--- src/rtl/usv_pkg.sv ---
// Package for the UTF-8 stream validator: widths, decode constants,
// state and result types, and the counter output helper. No dependencies.
package usv_pkg;

    // Width of the line and column counters; the ports always carry 24 bits.
    localparam int COUNT_WIDTH = 24;
    localparam int OUT_WIDTH   = 24;
    localparam int EXT_WIDTH   = (COUNT_WIDTH > OUT_WIDTH) ? COUNT_WIDTH : OUT_WIDTH;
    localparam int CP_WIDTH    = 21;

    localparam logic [COUNT_WIDTH-1:0] CNT_MAX = '1;
    localparam logic [COUNT_WIDTH-1:0] CNT_ONE = COUNT_WIDTH'(1);

    // Lead byte ranges
    localparam logic [7:0] LEAD2_LO = 8'hC2;
    localparam logic [7:0] LEAD2_HI = 8'hDF;
    localparam logic [7:0] LEAD3_LO = 8'hE0;
    localparam logic [7:0] LEAD3_HI = 8'hEF;
    localparam logic [7:0] LEAD4_LO = 8'hF0;
    localparam logic [7:0] LEAD4_HI = 8'hF4;
    localparam logic [7:0] ASCII_END = 8'h80;

    // Code point limits
    localparam logic [CP_WIDTH-1:0] CP_MAX       = 21'h10FFFF;
    localparam logic [CP_WIDTH-1:0] CP_SURR_LO   = 21'h00D800;
    localparam logic [CP_WIDTH-1:0] CP_SURR_HI   = 21'h00DFFF;
    localparam logic [CP_WIDTH-1:0] CP_MIN3      = 21'h000800;
    localparam logic [CP_WIDTH-1:0] CP_MIN4      = 21'h010000;
    localparam logic [CP_WIDTH-1:0] CP_NEWLINE   = 21'h00000A;
    localparam logic [CP_WIDTH-1:0] CP_LINE_SEP  = 21'h002028;
    localparam logic [CP_WIDTH-1:0] CP_PARA_SEP  = 21'h002029;

    // Sequence lengths
    localparam logic [2:0] SEQ_LEN1 = 3'd1;
    localparam logic [2:0] SEQ_LEN2 = 3'd2;
    localparam logic [2:0] SEQ_LEN3 = 3'd3;
    localparam logic [2:0] SEQ_LEN4 = 3'd4;

    typedef struct packed {
        logic [1:0]             bytes_remaining;
        logic [2:0]             sequence_length;
        logic [CP_WIDTH-1:0]    code_point;
        logic [COUNT_WIDTH-1:0] line_counter;
        logic [COUNT_WIDTH-1:0] column_counter;
        logic                   error_seen;
    } usv_state_t;

    localparam usv_state_t STATE_RESET = '{
        bytes_remaining: 2'd0,
        sequence_length: SEQ_LEN1,
        code_point:      '0,
        line_counter:    CNT_ONE,
        column_counter:  CNT_ONE,
        error_seen:      1'b0
    };

    typedef struct packed {
        logic                 status;
        logic [OUT_WIDTH-1:0] line_number;
        logic [OUT_WIDTH-1:0] column_number;
    } usv_result_t;

    // Low output bits of a counter, zero-extended when the counter is narrow
    function automatic logic [OUT_WIDTH-1:0] count_to_out(input logic [COUNT_WIDTH-1:0] cnt);
        logic [EXT_WIDTH-1:0] ext;
        ext = EXT_WIDTH'(cnt);
        return ext[OUT_WIDTH-1:0];
    endfunction

    // Saturating increment of a counter
    function automatic logic [COUNT_WIDTH-1:0] sat_inc(input logic [COUNT_WIDTH-1:0] cnt);
        return (cnt == CNT_MAX) ? cnt : cnt + CNT_ONE;
    endfunction

endpackage

--- src/rtl/usv_stream_if.sv ---
// Valid/ready channel interfaces for the UTF-8 stream validator:
// byte input channel and result channel. Depends on usv_pkg.
interface usv_in_if;
    logic       valid;
    logic       ready;
    logic [7:0] data_byte;
    logic       end_of_text;

    modport source (output valid, output data_byte, output end_of_text, input ready);
    modport sink   (input valid, input data_byte, input end_of_text, output ready);
endinterface

interface usv_out_if;
    logic                       valid;
    logic                       ready;
    logic                       status;
    logic [usv_pkg::OUT_WIDTH-1:0] line_number;
    logic [usv_pkg::OUT_WIDTH-1:0] column_number;

    modport source (output valid, output status, output line_number, output column_number,
                    input ready);
    modport sink   (input valid, input status, input line_number, input column_number,
                    output ready);
endinterface

--- src/rtl/usv_input_stage.sv ---
// Input register of the UTF-8 stream validator: holds one byte transaction
// until the decode stage consumes it. Depends on usv_pkg and usv_stream_if.
module usv_input_stage (
    input  logic       clk,
    input  logic       rst_n,
    usv_in_if.sink     in_stream,
    input  logic       advance,
    output logic       held_valid,
    output logic [7:0] held_byte,
    output logic       held_last
);
    import usv_pkg::*;

    logic       valid_reg;
    logic       valid_next;
    logic [7:0] byte_reg;
    logic       last_reg;
    logic       take;

    // Accept when empty or when the held byte leaves this cycle
    assign in_stream.ready = !valid_reg || advance;
    assign take            = in_stream.valid && in_stream.ready;

    always_comb
    begin
        valid_next = valid_reg;
        if (take)
        begin
            valid_next = 1'b1;
        end
        else if (advance)
        begin
            valid_next = 1'b0;
        end
    end

    always_ff @(posedge clk or negedge rst_n)
    begin
        if (!rst_n)
        begin
            valid_reg <= 1'b0;
        end
        else
        begin
            valid_reg <= valid_next;
        end
    end

    // Capture payload on each accepted transaction
    always_ff @(posedge clk)
    begin
        if (take)
        begin
            byte_reg <= in_stream.data_byte;
            last_reg <= in_stream.end_of_text;
        end
    end

    assign held_valid = valid_reg;
    assign held_byte  = byte_reg;
    assign held_last  = last_reg;
endmodule

--- src/rtl/usv_decode.sv ---
// Per-byte decode logic of the UTF-8 stream validator: next decoder state
// and the end-of-text result from the current state. Depends on usv_pkg.
module usv_decode (
    input  usv_pkg::usv_state_t  state,
    input  logic [7:0]           data_byte,
    input  logic                 end_of_text,
    output usv_pkg::usv_state_t  state_next,
    output usv_pkg::usv_result_t result,
    output logic                 has_result
);
    import usv_pkg::*;

    usv_state_t          taken;
    logic [CP_WIDTH-1:0] cp_shift;
    logic [CP_WIDTH-1:0] finish_cp;
    logic                finish_en;
    logic                cp_bad;

    // Append six payload bits of a continuation byte
    assign cp_shift = {state.code_point[CP_WIDTH-7:0], data_byte[5:0]};

    // Reject overlong forms, surrogates and values past the top plane
    assign cp_bad = ((state.sequence_length == SEQ_LEN3) && (cp_shift < CP_MIN3)) ||
                    ((state.sequence_length == SEQ_LEN4) && (cp_shift < CP_MIN4)) ||
                    ((cp_shift >= CP_SURR_LO) && (cp_shift <= CP_SURR_HI)) ||
                    (cp_shift > CP_MAX);

    always_comb
    begin
        taken     = state;
        finish_en = 1'b0;
        finish_cp = '0;
        if (!state.error_seen)
        begin
            if (state.bytes_remaining == 2'd0)
            begin
                // Classify lead byte
                priority if (data_byte < ASCII_END)
                begin
                    finish_en = 1'b1;
                    finish_cp = CP_WIDTH'(data_byte);
                end
                else if ((data_byte >= LEAD2_LO) && (data_byte <= LEAD2_HI))
                begin
                    taken.bytes_remaining = 2'd1;
                    taken.sequence_length = SEQ_LEN2;
                    taken.code_point      = CP_WIDTH'(data_byte[4:0]);
                end
                else if ((data_byte >= LEAD3_LO) && (data_byte <= LEAD3_HI))
                begin
                    taken.bytes_remaining = 2'd2;
                    taken.sequence_length = SEQ_LEN3;
                    taken.code_point      = CP_WIDTH'(data_byte[3:0]);
                end
                else if ((data_byte >= LEAD4_LO) && (data_byte <= LEAD4_HI))
                begin
                    taken.bytes_remaining = 2'd3;
                    taken.sequence_length = SEQ_LEN4;
                    taken.code_point      = CP_WIDTH'(data_byte[2:0]);
                end
                else
                begin
                    taken.error_seen = 1'b1;
                end
            end
            else if (data_byte[7:6] != 2'b10)
            begin
                taken.error_seen = 1'b1;
            end
            else
            begin
                // Continuation byte: extend the code point
                taken.code_point      = cp_shift;
                taken.bytes_remaining = state.bytes_remaining - 2'd1;
                if (state.bytes_remaining == 2'd1)
                begin
                    if (cp_bad)
                    begin
                        taken.error_seen = 1'b1;
                    end
                    else
                    begin
                        finish_en             = 1'b1;
                        finish_cp             = cp_shift;
                        taken.sequence_length = SEQ_LEN1;
                        taken.code_point      = '0;
                    end
                end
            end
        end

        // Advance line or column for a completed code point
        if (finish_en)
        begin
            if ((finish_cp == CP_NEWLINE) || (finish_cp == CP_LINE_SEP) ||
                (finish_cp == CP_PARA_SEP))
            begin
                taken.line_counter   = sat_inc(state.line_counter);
                taken.column_counter = CNT_ONE;
            end
            else
            begin
                taken.column_counter = sat_inc(state.column_counter);
            end
        end
    end

    // Report on the last byte, flag a cut-short sequence, then start over
    assign has_result           = end_of_text;
    assign result.status        = taken.error_seen || (taken.bytes_remaining != 2'd0);
    assign result.line_number   = count_to_out(taken.line_counter);
    assign result.column_number = count_to_out(taken.column_counter);
    assign state_next           = end_of_text ? STATE_RESET : taken;
endmodule

--- src/rtl/usv_output_stage.sv ---
// Result register of the UTF-8 stream validator: holds one result
// transaction until the sink takes it. Depends on usv_pkg and usv_stream_if.
module usv_output_stage (
    input  logic                 clk,
    input  logic                 rst_n,
    usv_out_if.source            out_stream,
    input  logic                 load,
    input  usv_pkg::usv_result_t load_result,
    output logic                 slot_free
);
    import usv_pkg::*;

    logic        valid_reg;
    logic        valid_next;
    usv_result_t result_reg;

    // Room for a new result when empty or when the held one leaves now
    assign slot_free = !valid_reg || out_stream.ready;

    always_comb
    begin
        valid_next = valid_reg;
        if (load)
        begin
            valid_next = 1'b1;
        end
        else if (out_stream.ready)
        begin
            valid_next = 1'b0;
        end
    end

    always_ff @(posedge clk or negedge rst_n)
    begin
        if (!rst_n)
        begin
            valid_reg <= 1'b0;
        end
        else
        begin
            valid_reg <= valid_next;
        end
    end

    always_ff @(posedge clk)
    begin
        if (load)
        begin
            result_reg <= load_result;
        end
    end

    assign out_stream.valid         = valid_reg;
    assign out_stream.status        = result_reg.status;
    assign out_stream.line_number   = result_reg.line_number;
    assign out_stream.column_number = result_reg.column_number;
endmodule

--- src/rtl/utf8_stream_validator_core.sv ---
// Top level of the UTF-8 stream validator: input register, decode logic,
// decoder state and result register. Depends on usv_pkg, usv_stream_if,
// usv_input_stage, usv_decode and usv_output_stage.
//
// Checks a text for strict UTF-8, one byte transaction per clock unless
// in_stream stalls. Each byte waits in the input register; the decoder state
// updates as it leaves, and the byte marked end_of_text loads its result into
// the result register, which drives out_stream. The sustained rate is one
// byte per cycle, set by the combinational decode between the input register
// and the decoder state; in_stream stalls only while a finished result waits
// in the result register and another result is due. A result reports status
// 0 for valid text with the final line and column, or status 1 with the line
// and column of the first bad sequence's lead byte. Counters saturate; state
// returns to its reset values after each result.
module utf8_stream_validator_core (
    input  logic       clk,
    input  logic       rst_n,
    usv_in_if.sink     in_stream,
    usv_out_if.source  out_stream
);
    import usv_pkg::*;

    logic        held_valid;
    logic [7:0]  held_byte;
    logic        held_last;
    logic        advance;
    logic        slot_free;
    logic        has_result;
    usv_state_t  state_reg;
    usv_state_t  state_next;
    usv_result_t result;

    usv_input_stage u_input (
        .clk        (clk),
        .rst_n      (rst_n),
        .in_stream  (in_stream),
        .advance    (advance),
        .held_valid (held_valid),
        .held_byte  (held_byte),
        .held_last  (held_last)
    );

    usv_decode u_decode (
        .state       (state_reg),
        .data_byte   (held_byte),
        .end_of_text (held_last),
        .state_next  (state_next),
        .result      (result),
        .has_result  (has_result)
    );

    // Consume the held byte unless its result has nowhere to go
    assign advance = held_valid && (!has_result || slot_free);

    // Update decoder state as each byte is consumed
    always_ff @(posedge clk or negedge rst_n)
    begin
        if (!rst_n)
        begin
            state_reg <= STATE_RESET;
        end
        else if (advance)
        begin
            state_reg <= state_next;
        end
    end

    usv_output_stage u_output (
        .clk         (clk),
        .rst_n       (rst_n),
        .out_stream  (out_stream),
        .load        (advance && has_result),
        .load_result (result),
        .slot_free   (slot_free)
    );
endmodule

--- src/flat_wrapper.sv ---
// flat-port wrapper written by rule: the top's interface ports become plain ports
module utf8_stream_validator_core_flat import usv_pkg::*;
  (clk, rst_n, in_stream_valid, in_stream_data_byte, in_stream_end_of_text, in_stream_ready, out_stream_valid, out_stream_status, out_stream_line_number, out_stream_column_number, out_stream_ready);
  usv_in_if in_stream_i ();
  usv_out_if out_stream_i ();
  input  logic clk;
  input  logic rst_n;
  input wire logic [$bits(in_stream_i.valid)-1:0] in_stream_valid;
  input wire logic [$bits(in_stream_i.data_byte)-1:0] in_stream_data_byte;
  input wire logic [$bits(in_stream_i.end_of_text)-1:0] in_stream_end_of_text;
  output wire logic [$bits(in_stream_i.ready)-1:0] in_stream_ready;
  output wire logic [$bits(out_stream_i.valid)-1:0] out_stream_valid;
  output wire logic [$bits(out_stream_i.status)-1:0] out_stream_status;
  output wire logic [$bits(out_stream_i.line_number)-1:0] out_stream_line_number;
  output wire logic [$bits(out_stream_i.column_number)-1:0] out_stream_column_number;
  input wire logic [$bits(out_stream_i.ready)-1:0] out_stream_ready;
  assign in_stream_i.valid = in_stream_valid;
  assign in_stream_i.data_byte = in_stream_data_byte;
  assign in_stream_i.end_of_text = in_stream_end_of_text;
  assign in_stream_ready = in_stream_i.ready;
  assign out_stream_valid = out_stream_i.valid;
  assign out_stream_status = out_stream_i.status;
  assign out_stream_line_number = out_stream_i.line_number;
  assign out_stream_column_number = out_stream_i.column_number;
  assign out_stream_i.ready = out_stream_ready;
  utf8_stream_validator_core u_core (.clk(clk), .rst_n(rst_n), .in_stream(in_stream_i), .out_stream(out_stream_i));
endmodule
--- config.mk ---
export PLATFORM = sky130hd
export DESIGN_NAME = utf8_stream_validator_core_flat
export DESIGN_NICKNAME = d
export VERILOG_FILES = /design/src/rtl/usv_pkg.sv /design/src/rtl/usv_stream_if.sv /design/src/rtl/usv_input_stage.sv /design/src/rtl/usv_decode.sv /design/src/rtl/usv_output_stage.sv /design/src/rtl/utf8_stream_validator_core.sv /design/src/flat_wrapper.sv
export SDC_FILE = /design/constraint.sdc
export NUM_CORES = 1
export LEC_CHECK = 0
export ABC_AREA = 0
export BUFFER_PORTS_ARGS = -buffer_cell sky130_fd_sc_hd__buf_4
export CAP_MARGIN = 40
export CORE_MARGIN = 5
export CORE_UTILIZATION = 30
export DETAILED_ROUTE_END_ITERATION = 10
export PLACE_DENSITY = 0.52
export SYNTH_ARGS = -nofsm -noshare
export SYNTH_HDL_FRONTEND = slang
export SYNTH_SLANG_ARGS = --single-unit
export TNS_END_PERCENT = 1
--- constraint.sdc ---
create_clock -name clk -period 3.6 [get_ports clk]
set_input_delay 0.18 -clock clk [delete_from_list [all_inputs] [get_ports clk]]
set_output_delay 0.18 -clock clk [all_outputs]
set_load 0.05 [all_outputs]
# --- Word level (Yosys, flattened, before mapping) ---
# Cells that the tools add are included.
# Widths: inputs -> output; s select.
op_classes:
  addsub: 3
  n_lt_le_gt_ge: 12
  n_eq_ne: 14
  n_mux: 40
  n_reduce_logical: 28
ops:
  columns: ["operator", "n"]
  rows:
  - ["$mux 26", 7]
  - ["$mux 24", 6]
  - ["$mux 21", 5]
  - ["$mux 75", 1]
  - ["$add 24x1->24 const B", 2]
  - ["$eq 24x24->1 const B", 2]
  - ["$mux 48", 1]
  - ["$eq 21x14->1 const B", 2]
  - ["$ge 8x8->1 const B", 3]
  - ["$le 8x8->1 const B", 3]
  - ["$eq 21x4->1 const B", 1]
  - ["$ge 21x16->1 const B", 1]
  - ["$gt 21x21->1 const B", 1]
  - ["$le 21x16->1 const B", 1]
  - ["$lt 21x12->1 const B", 1]
  - ["$lt 21x17->1 const B", 1]
  - ["$mux 1", 19]
  - ["$logic_and 1x1->1", 9]
  - ["$logic_or 1x1->1", 9]
  - ["$lt 8x8->1 const B", 1]
  - ["$mux 8", 1]
  - ["$reduce_and 7->1", 1]
  - ["$ne 3x2->1 const B", 2]
  - ["$reduce_bool 2->1", 3]
  - ["11 further kinds", 14]
totals:
  register_bits: 129
  inputBits: 13

# --- Longest topological paths before layout ---
# Gate-level depths: netlist of run 1.
depth:
  depth_word: 16
  ltp_mapped: 11
  ltp_nobuf: 9

# --- Modules after synthesis ---
# A second synthesis of run 1 with hierarchy kept.
hier_totals:
  hier_cells: 642
  hier_area_um2: 7214.4
modules_own_cells:
  columns: ["module", "instances", "cells_per_inst", "area_per_inst_um2", "seq_area_each_um2"]
  rows:
  - ["utf8_stream_validator_core", 1, 162, 2834.0, 1880.6]
  - ["usv_decode", 1, 415, 2537.4, 0.0]
  - ["usv_output_stage", 1, 52, 1519.0, 1496.4]
  - ["usv_input_stage", 1, 13, 324.1, 295.3]

# --- Least setup slack after synthesis of run 1 ---
# No wires, ideal clock.
synth_timing:
  kind: "reg2reg"
  start: "register u_core.u_output.valid_reg (netlist: u_core.u_output.out_stream.valid)"
  end: "register u_core.u_output.result_reg, in the netlist u_core.u_output.out_stream.column_number[0] (enable)"
  setup_time_ps: 457
  arrival_time_ps: 3291
  required_ps: 3143
  path_slack_ps: -149
  path_stages_with_launch: 6
  n_path_buf: 2
  synth_period_minus_slack_ps: 3749
  cell_sequence: "dfrtp_1 -> nand3b_1 -> nand2_1 -> clkbuf_1 -> clkbuf_1 -> nor2_1"
synth_between:
  elab_chain_cells: 5
synth_lines:
  columns: ["element", "line_no", "source"]
  rows:
  - ["from (decl)", "usv_output_stage.sv:13", "logic valid_reg;"]
  - ["from (signal assigned)", "usv_output_stage.sv:41", "valid_reg <= valid_next;"]
  - ["$logic_not 1->1", "usv_output_stage.sv:18", "assign slot_free = !valid_reg || out_stream.ready;"]
  - ["$logic_or 1x1->1", "usv_output_stage.sv:18", null]
  - ["$logic_or 1x1->1", "utf8_stream_validator_core.sv:53", "assign advance = held_valid && (!has_result || slot_free);"]
  - ["$logic_and 1x1->1", "utf8_stream_validator_core.sv:53", null]
  - ["$logic_and 1x1->1", "utf8_stream_validator_core.sv:72", ".load (advance && has_result),"]
  - ["named net u_core.u_output.load", "usv_output_stage.sv:7", "input logic load,"]
  - ["to (signal assigned)", "usv_output_stage.sv:49", "result_reg <= load_result;"]
  - ["to (decl)", "usv_output_stage.sv:15", "usv_result_t result_reg;"]
# The timed path passes the listed nets, and every way through them passes these cells.
# A chain may end at the register's enable or synchronous reset.

# --- Worst setup path in the final report of run 1 ---
layout_timing:
  start: "register u_core.state_reg[73] (netlist name)"
  end: "register u_core.state_reg[21] (netlist name)"
layout_between:
  elab_chain_cells: 11
layout_lines:
  columns: ["element", "line_no", "source"]
  rows:
  - ["from (decl)", "utf8_stream_validator_core.sv:29", "usv_state_t state_reg;"]
  - ["from (signal assigned)", "utf8_stream_validator_core.sv:64", "state_reg <= state_next;"]
  - ["$eq 2x1->1", "usv_decode.sv:75", "if (state.bytes_remaining == 2'd1)"]
  - ["$mux 21", "usv_decode.sv:75", null]
  - ["$mux 21", "usv_decode.sv:66", "else if (data_byte[7:6] != 2'b10)"]
  - ["$mux 21", "usv_decode.sv:35", "if (state.bytes_remaining == 2'd0)"]
  - ["$mux 21", "usv_decode.sv:33", "if (!state.error_seen)"]
  - ["$eq 21x4->1 or $eq 21x14->1 (tied branches)", "usv_decode.sv:95", "if ((finish_cp == CP_NEWLINE) || (finish_cp == CP_LINE_SEP) ||"]
  - ["$logic_or 1x1->1 (2 in series)", "usv_decode.sv:95", null]
  - ["$mux 24", "usv_decode.sv:95", null]
  - ["$mux 48 *", "usv_decode.sv:93", "if (finish_en)"]
  - ["$mux 75 *", "usv_decode.sv:113", "assign state_next = end_of_text ? STATE_RESET : taken;"]
# Mark *: on every way between the ends. The rest lies on a longest branch, timed or not.

==> impl_metrics.json, run 1 <==
{
  "status": "finished, final reports clean",
  "drv_slew": 0,
  "synth-seq-area-share_pct": 51.06,
  "io_buffers": 63,
  "fin_crit_sh_pct": 91.96,
  "via_per_inst": 5.300,
  "timing_worst_slew_pin_value_ns": 0.7888,
  "max_freq_mhz": 302.1,
  "die_w_um": 161.6,
  "chipHeight_um": 161.6,
  "yosysUniqueCellTypes": 69,
  "rr_startpoint": "u_core.state_reg[73]",
  "rr_worst_depth": 10,
  "slowest_stage": "nor3b_1",
  "clk_pin_slew_ns": 0.06,
  "fin_skew_ns": 0.01101,
  "fin_crit_ns": 3.310,
  "path_delay_family": "simple AND/OR/NAND/NOR gates",
  "grt_max_degree": 52,
  "netlist_area_mm2": 0.006898,
  "worst_ir_drop_vdd_mv": 0.3011,
  "cp_max_fo": 12,
  "cts_num_sinks": 129,
  "largest_reg_flops": 69,
  "track_usage_pct": 14.21,
  "vias": 5597,
  "end_kind": "register",
  "diodes": 0,
  "final_common_cell": "buf_4",
  "ys.flop_type": "dfrtp_1",
  "hpwl_mm": 12.18,
  "drt_iter0_drc": 315,
  "cpMostUsedCell": "nand2_1",
  "wl_per_cell_um": 17.06,
  "crit_arrival_ns": 3.65,
  "hold_class": "in2async",
  "grt_overflow": 0,
  "layout_common_cells": "85 x buf_4, 70 x nor2_1, 68 x dfrtp_1",
  "worstPathCellList": "inv_1 -> ha_1 -> nor3b_1 -> nand2_1 -> or3_1 -> o211a_4 -> o21ai_2 -> buf_4 -> nand2_1 -> o21ai_0",
  "setup_viol": 0,
  "io_pins": 64,
  "area_growth_pct": 23.51,
  "syn-num-nets": 694,
  "power_density_mw_per_mm2": 518.5,
  "finalWirelength_mm": 18.01,
  "drive_above_1_share_pct": 19.58,
  "worst_hold_slack_ns": 0.2009,
  "fill_cells": 2260,
  "tns_ns": 0,
  "drc": 0,
  "syn_inst": 677,
  "worst_setup_path_start_kind": "register",
  "placement_rows": 55,
  "cpPeakStageDelay_ns": 0.57,
  "cp.depth": 10,
  "ys_seq_elements": 129,
  "hold_viol": 0,
  "insertion_delay_ns": 0.43,
  "reg2reg_slack_ns": 0.29,
  "cts_tree": "built",
  "initial_core_util_pct": 30.47,
  "cts_buffer_depth": 2,
  "rsz0062_at_grt": "no",
  "maxSlewHeadroom_pct": 47.01,
  "syn-mean-instance-area_um2": 10.19,
  "async_reset_ff_share_pct": 55.04,
  "worst-setup-path-type": "reg2reg",
  "core-area_mm2": 0.02264,
  "rr_endpoint": "u_core.state_reg[21]",
  "cts_buffers": 17,
  "grt_pass1_wl_mm": 29.65,
  "path_buf_inv": 2,
  "cts_resized": 0,
  "synth-edff-count": 58,
  "p_leak_nw": 3.434,
  "h-tree-depth": 4,
  "max-cap-violations": 0,
  "grt_pass1_vias": 5511,
  "worst_ep_required_time_ns": 3.94,
  "fin_nets": 775,
  "place.gp.congestion": 0.8410,
  "drt_pre_antenna_iters": 5,
  "cts_setup_buffers": 0,
  "die_area_mm2": 0.02613,
  "antenna_found_initial": 0,
  "ant_nets": 0,
  "synth_warnings": 0,
  "root_buffer": "clkbuf_16"
}
metrics by stage:
stage / cells / cell area, um^2 / utilization, % / power, mW / setup WS (ns)
6_report: 1056 / 8519 / 37.63 / 4.418 / 0.2896
4_1_cts: 1056 / 8519 / 37.63 / 4.460 / 0.2885
5_1_grt: 1056 / 8519 / 37.63 / 4.609 / 0.04602
3_3_place_gp: 1010 / 7760 / 34.27 / 2.619 / 0.1548
2_1_floorplan: 677 / 6900 / - / 2.356 / 0.6809
3_5_place_dp: 1012 / 7795 / 34.43 / 2.626 / 0.3102
power breakdown:
| group | internal [mW] | total [mW] | switching [mW] | leakage [nW] |
|---|---|---|---|---|
| combinational | 0.282 | 0.769 | 0.487 | 1.60 |
| clock | 1.15 | 1.81 | 0.656 | 0.292 |
| sequential | 1.70 | 1.84 | 0.136 | 1.54 |
| total | 3.14 | 4.42 | 1.28 | 3.43 |
worst max-delay path by stage:
stage / start / endpoint
floorplan: u_core.u_output.out_stream.valid / u_core.u_output.out_stream.column_number[0]
global placement: u_core.u_input.held_byte[2] / u_core.u_output.out_stream.line_number[13]
detailed placement: u_core.state_reg[73] / u_core.state_reg[21]
CTS: u_core.state_reg[73] / u_core.state_reg[21]
global route: u_core.state_reg[73] / u_core.state_reg[21]
finish: u_core.state_reg[73] / u_core.state_reg[21]
what timing repair did:
| item | in CTS | in global routing |
|---|---|---|
| setup endpoints to repair | 0 | 0 |
| hold endpoints to repair | 35 | 0 |
| hold buffers | 12 | 0 |
cells in the mapped netlist, types with 4 or more instances:
cell type,instances,share of area [%]
a21oi_1,15,1.1
a22o_1,22,2.8
a31o_2,11,1.4
a31oi_1,11,1.0
a32o_1,7,1.0
a32oi_1,4,0.51
and2_1,10,0.91
and3_1,14,1.3
and4_1,5,0.63
buf_2,6,0.44
clkbuf_1,27,1.5
dfrtp_1,68,25
edfxtp_1,58,25
ha_1,4,0.73
inv_1,21,1.1
mux2_2,4,0.65
nand2_1,55,3.0
nand2b_1,6,0.54
nand3_1,25,1.8
nand4_1,21,1.9
nand4b_1,5,0.63
nor2_1,71,3.9
nor3_1,33,2.4
nor4_1,8,0.73
nor4b_1,4,0.51
o21ai_0,19,1.4
o21ai_1,5,0.36
o22ai_1,4,0.36
o311ai_0,4,0.51
o311ai_1,4,0.51
o31ai_1,11,1.2
or2_2,4,0.36
or3_1,6,0.54
xnor2_1,30,3.8
xor2_1,17,2.2
per-layer routing:
| layer | track usage [%] | part of all wire (%) | vias to the layer above |
|---|---|---|---|
| li1 | - | - | 2708 |
| met5 | 0 | 0 | - |
| met4 | 5.690 | 2.1 | 0 |
| met1 | 19.92 | 49 | 2718 |
| met3 | 2.883 | 4.5 | 27 |
| met2 | 21.57 | 45 | 144 |
area by class of cell:
class / instances / area [um^2] / area share, %
Timing Repair Buffer: 100 / 825.8 / 9.693
Clock inverter: 11 / 163.9 / 1.924
Tap cell: 285 / 356.6 / 4.186
Multi-Input combinational cell: 488 / 3128 / 36.72
Inverter: 22 / 82.58 / 0.9693
Clock buffer: 21 / 440.4 / 5.170
Sequential cell: 129 / 3522 / 41.34
cell families after synthesis:
| kind of cell | share of synthesized area, % |
|---|---|
| flip-flops | 51.06 |
| AO/OA/AOI/OAI | 15.76 |
| AND/OR/NAND/NOR | 21.98 |
| XOR/XNOR | 5.968 |
| adder cells (fa/ha/maj) | 0.7256 |
| multiplexers | 0.7981 |
| buffers and inverters | 3.700 |
Power figures use the tool's default switching activity.
==> run 2, diff against run 1 <==
Settings changed: RECOVER_POWER set to 100.
==> run 2 against run 1 <==
Against the previous run:
- via count decreased by 0.45%
- routed wire length about the same
- worst setup slack gained 0.021 ns
- register-to-register slack improved by 0.02 ns
==> impl_metrics.json, run 2 (synthesis results as in run 1) <==
{
  "worst_ep_required_time_ns": 3.77,
  "grt_pass1_wl_mm": 29.65,
  "worst_ir_drop_vdd_mv": 0.2917,
  "post-place-ws_ns": 0.3102,
  "p_leak_nw": 3.166,
  "fill_cells": 2303,
  "tns_ns": 0,
  "final_common_cell": "nor2_1",
  "cp_max_fo": 6,
  "cts_resized": 0,
  "drt_iter0_drc": 329,
  "grt_overflow": 0,
  "io_pins": 64,
  "slowest_stage": "or4b_2",
  "layout_common_cells": "70 x nor2_1, 68 x dfrtp_1, 61 x clkbuf_1",
  "p_switching_mw": 1.276,
  "p_int_mw": 3.098,
  "largest_reg_flops": 69,
  "grt_pass1_vias": 5511,
  "antenna_found_initial": 0,
  "whs_endpoint": "u_core.u_input.held_byte[1]",
  "setup_viol": 0,
  "hp-start": "in_stream_data_byte[1]",
  "power_density_mw_per_mm2": 531.2,
  "ant_nets": 0,
  "finalWirelength_mm": 18.02,
  "root_buffer": "clkbuf_16",
  "reg2reg_slack_ns": 0.31,
  "power_frac_seq_pct": 42.1,
  "utilization_pct": 36.37,
  "h-tree-depth": 4,
  "drive_above_1_share_pct": 11.67,
  "cpPeakStageDelay_ns": 0.74,
  "die_area_mm2": 0.02613,
  "wl_per_cell_um": 17.07,
  "die_w_um": 161.6,
  "placement_rows": 55,
  "via_per_inst": 5.277,
  "hold_class": "in2reg",
  "chipHeight_um": 161.6,
  "initial_core_util_pct": 30.47,
  "timing_worst_slew_pin_value_ns": 1.376,
  "status": "finished, final reports clean",
  "drv_slew": 0,
  "vias": 5572,
  "worstPathCellList": "or4b_2 -> nor3_1 -> nand4_1 -> o21a_1 -> nor3_1 -> clkbuf_1 -> nand4_1 -> xnor2_1",
  "fin_crit_ns": 3.289,
  "crit_arrival_ns": 3.46,
  "hold_viol": 0,
  "holdBufCountCts": 12,
  "crit_start": "u_core.u_input.held_byte[2]",
  "cts_buffer_depth": 2,
  "place.gp.congestion": 0.8410,
  "insertion_delay_ns": 0.43,
  "worst-setup-path-type": "reg2reg",
  "hold_depth": 2,
  "end_kind": "register",
  "core-area_mm2": 0.02264,
  "rsz0062_at_grt": "no",
  "max_freq_mhz": 304.0,
  "setup_ws_ns": 0.3109,
  "rr_startpoint": "u_core.u_input.held_byte[2]",
  "drc": 0,
  "track_usage_pct": 14.21,
  "max-cap-violations": 0,
  "fin_crit_sh_pct": 91.36,
  "cts_tree": "built",
  "rr_worst_depth": 8,
  "hpwl_mm": 12.18,
  "power_frac_clock_pct": 41.3,
  "cts_setup_buffers": 0,
  "combPwrFrac_pct": 16.6,
  "area_growth_pct": 19.37,
  "rr_endpoint": "u_core.u_output.out_stream.line_number[13]",
  "cts_buffers": 17,
  "io_buffers": 63,
  "finalPower_mw": 4.374,
  "worst_setup_path_start_kind": "register",
  "clk_pin_slew_ns": 0.06,
  "fin_skew_ns": 0.01146,
  "diodes": 0,
  "grt_max_degree": 52,
  "drt_pre_antenna_iters": 5,
  "cts_num_sinks": 129,
  "swShare_pct": 29.17,
  "maxSlewHeadroom_pct": 8.256,
  "fin_nets": 775
}
-- run 2: changes by cell type in the layout (fill, tap and decap cells not counted), sizes merged --
cell / previous run / this run
buf: 88 / 19
clkbuf: 21 / 90
-- run 2: critical path: cells and delay by family (launching register included) --
family	cells	cell delay, ns
XOR/XNOR	1	0.16
AO/OA/AOI/OAI	1	0.25
AND/OR/NAND/NOR	5	1.95
buffers and inverters	1	0.30
flip-flops	1	0.38
-- run 2: final cells by class --
type                            count  area (um^2)  share of cell area (%)
Clock inverter                     11        163.9                   1.991
Multi-Input combinational cell    488         3084                   37.46
Timing Repair Buffer              100        584.3                   7.096
Sequential cell                   129         3522                   42.77
Tap cell                          285        356.6                   4.331
Inverter                           22        82.58                   1.003
Clock buffer                       21        440.4                   5.349
-- run 2: power groups by stage --
stage | logic [mW] | clock network, mW | registers [mW]
6_report | 0.726 | 1.81 | 1.84
5_1_grt | 0.798 | 1.91 | 1.86
4_1_cts | 0.777 | 1.85 | 1.84
3_5_place_dp | 0.762 | 0 | 1.86
3_3_place_gp | 0.756 | 0 | 1.86
2_1_floorplan | 0.403 | 0 | 1.95
-- run 2: worst max-delay path by stage --
stage                     slack [ns]                                          end
final                           0.31   u_core.u_output.out_stream.line_number[13]
after global routing            0.05                         u_core.state_reg[21]
after floorplan                 0.68  u_core.u_output.out_stream.column_number[0]
after detailed placement        0.31                         u_core.state_reg[21]
after CTS                       0.29                         u_core.state_reg[21]
after global placement          0.15   u_core.u_output.out_stream.line_number[13]
-- run 2: per-stage QoR --
step | hold slack (ns) | area [um^2] | instances
floorplan | -0.1156 | 6900 | 677
global placement | 0.3581 | 7760 | 1010
detailed placement | 0.1081 | 7795 | 1012
CTS | 0.2158 | 8519 | 1056
global route | 0.4854 | 8234 | 1056
finish | 0.4861 | 8234 | 1056
-- run 2: metal layers --
layer	wire [um]	vias to the layer above	track usage [%]
met2	8033	116	21.57
li1	-	2706	-
met4	359	0	5.690
met3	649	27	2.883
met1	8978	2723	19.92
met5	0	-	0
==> run 3, diff against run 2 <==
Settings changed: PLACE_DENSITY 0.52 to 0.51, SYNTH_HIERARCHICAL set to 1.
==> run 3 against run 2 <==
Against the previous run:
- the run now ends with capacitance limit, slew limit left
- largest power group unchanged
- non-clock buffer count down 17
- worst setup slack lost 0.00075 ns
- sequential share of layout area increased by 0.51 points
- clock skew about the same
- maximum frequency barely moved
- synthesized cell count is 7.8% lower
- global-route usage down 1.7 points
==> impl_metrics.json, run 3 <==
{
  "status": "finished, violations left",
  "violations": "capacitance limit, slew limit",
  "drive_above_1_share_pct": 15.60,
  "power_frac_clock_pct": 39.2,
  "place.gp.congestion": 0.8018,
  "slowest_stage": "a21boi_0",
  "placement_rows": 55,
  "p_int_mw": 3.127,
  "end_kind": "register",
  "insertion_delay_ns": 0.41,
  "vias": 4991,
  "grt_max_degree": 62,
  "fin_nets": 709,
  "area_growth_pct": 17.19,
  "cts_buffer_depth": 2,
  "h-tree-depth": 4,
  "maxSlewHeadroom_pct": -5.523,
  "p_switching_mw": 1.374,
  "track_usage_pct": 12.46,
  "timing_worst_slew_pin_value_ns": 1.583,
  "grt_pass1_vias": 5168,
  "chipHeight_um": 162.1,
  "fin_crit_sh_pct": 91.39,
  "cpPeakStageDelay_ns": 0.67,
  "worst_ir_drop_vdd_mv": 0.3471,
  "rsz0062_at_grt": "no",
  "core-area_mm2": 0.02271,
  "combPwrFrac_pct": 20.9,
  "finalWirelength_mm": 15.75,
  "swShare_pct": 30.52,
  "cts_num_sinks": 129,
  "largest_reg_flops": 69,
  "fin_skew_ns": 0.01127,
  "die_w_um": 162.1,
  "initial_core_util_pct": 30.58,
  "worst_hold_slack_ns": 0.1963,
  "drt_pre_antenna_iters": 5,
  "syn-mean-instance-area_um2": 11.13,
  "final_common_cell": "nor2_1",
  "p_leak_nw": 3.384,
  "power_density_mw_per_mm2": 553.1,
  "hold_class": "in2reg",
  "antenna_found_initial": 0,
  "grt_pass1_wl_mm": 26.38,
  "hold_viol": 0,
  "synth_warnings": 6,
  "grt_overflow": 0,
  "worst_ep_required_time_ns": 3.89,
  "netlist_area_mm2": 0.006944,
  "fin_crit_ns": 3.290,
  "io_pins": 64,
  "cts_tree": "built",
  "layout_common_cells": "79 x nor2_1, 68 x dfrtp_1, 58 x edfxtp_1",
  "hpwl_mm": 10.65,
  "tns_ns": 0,
  "drt_iter0_drc": 283,
  "setup_viol": 0,
  "cpMostUsedCell": "inv_1",
  "worst-setup-path-type": "reg2reg",
  "syn-num-nets": 641,
  "die_area_mm2": 0.02629,
  "cts_buffers": 17,
  "ant_nets": 0,
  "syn_inst": 624,
  "root_buffer": "clkbuf_16",
  "wl_per_cell_um": 15.91,
  "crit_arrival_ns": 3.58,
  "via_per_inst": 5.041,
  "clk_pin_slew_ns": 0.06,
  "cts_setup_buffers": 0,
  "cp_max_fo": 14,
  "worst_setup_path_start_kind": "register",
  "power_frac_seq_pct": 39.9,
  "max-cap-violations": 1,
  "drv_slew": 62,
  "drc": 0,
  "io_buffers": 63,
  "diodes": 0,
  "max_freq_mhz": 304.0,
  "worstPathCellList": "inv_1 -> ha_1 -> inv_1 -> a21oi_1 -> a21boi_0 -> nor2_1 -> a22o_1 -> mux2_1"
}
run 3: cell type report:
type / count / area, um^2
Timing Repair Buffer: 83 / 457.9
Sequential cell: 129 / 3522
Clock inverter: 10 / 132.6
Inverter: 8 / 30.03
Fill cell: 2251 / 14570
Multi-Input combinational cell: 453 / 3164
Tap cell: 285 / 356.6
Clock buffer: 22 / 474.2
run 3: repair_timing:
action                                  4_1_cts  5_1_grt
endpoints found under the setup margin        0        0
hold buffers                                 11        0
resized for setup                             0        0
hold endpoints to repair                     78        0
run 3: layer usage:
| layer | wire length, um | track usage, % | up-vias |
|---|---|---|---|
| li1 | - | - | 2412 |
| met1 | 7266 | 15.76 | 2444 |
| met2 | 7690 | 20.68 | 122 |
| met3 | 589 | 3.223 | 13 |
| met4 | 206 | 4.460 | 0 |
| met5 | 0 | 0 | - |
run 3: stage by stage:
stage	worst slack (ns)	cell area, um^2	util (%)	total power, mW	std cells
3_5_place_dp	0.3399	7694	33.88	2.824	947
2_1_floorplan	0.8725	6944	-	2.558	624
3_3_place_gp	0.4753	7646	33.67	2.797	945
6_report	0.3101	8138	35.83	4.501	990
4_1_cts	0.2900	8411	37.04	4.635	990
5_1_grt	0.02590	8138	35.83	4.734	990
run 3: power by group through the flow:
stage | combinational, mW | clock [mW] | sequential, mW
after global routing | 1.02 | 1.90 | 1.82
after detailed placement | 0.999 | 0 | 1.82
after CTS | 1.01 | 1.83 | 1.80
final | 0.943 | 1.76 | 1.80
after floorplan | 0.609 | 0 | 1.95
after global placement | 0.974 | 0 | 1.82
run 3: critical path: cells and delay by family (launching register included):
kind	cells	cell delay [ns]
AO/OA/AOI/OAI	3	1.35
flip-flops	1	0.42
buffers and inverters	2	0.32
multiplexers	1	0.28
adder cells (fa/ha/maj)	1	0.43
AND/OR/NAND/NOR	1	0.36
run 3: worst paths after layout:
check / startpoint / end / slack, ns / depth (start not counted)
hold / removal: out_stream_ready / u_core/u_output/out_stream.valid / 0.20 / 3
setup / recovery: u_core/state_reg[73] / u_core/state_reg[62] / 0.31 / 8
hold reg to reg: u_core/state_reg[9] / u_core/state_reg[9] / 0.55 / 1
setup reg to reg: u_core/state_reg[73] / u_core/state_reg[62] / 0.31 / 8
min in group asynchronous: rst_n / u_core/state_reg[34] / 0.32 / 2
max in group asynchronous: rst_n / u_core/state_reg[7] / 1.29 / 3
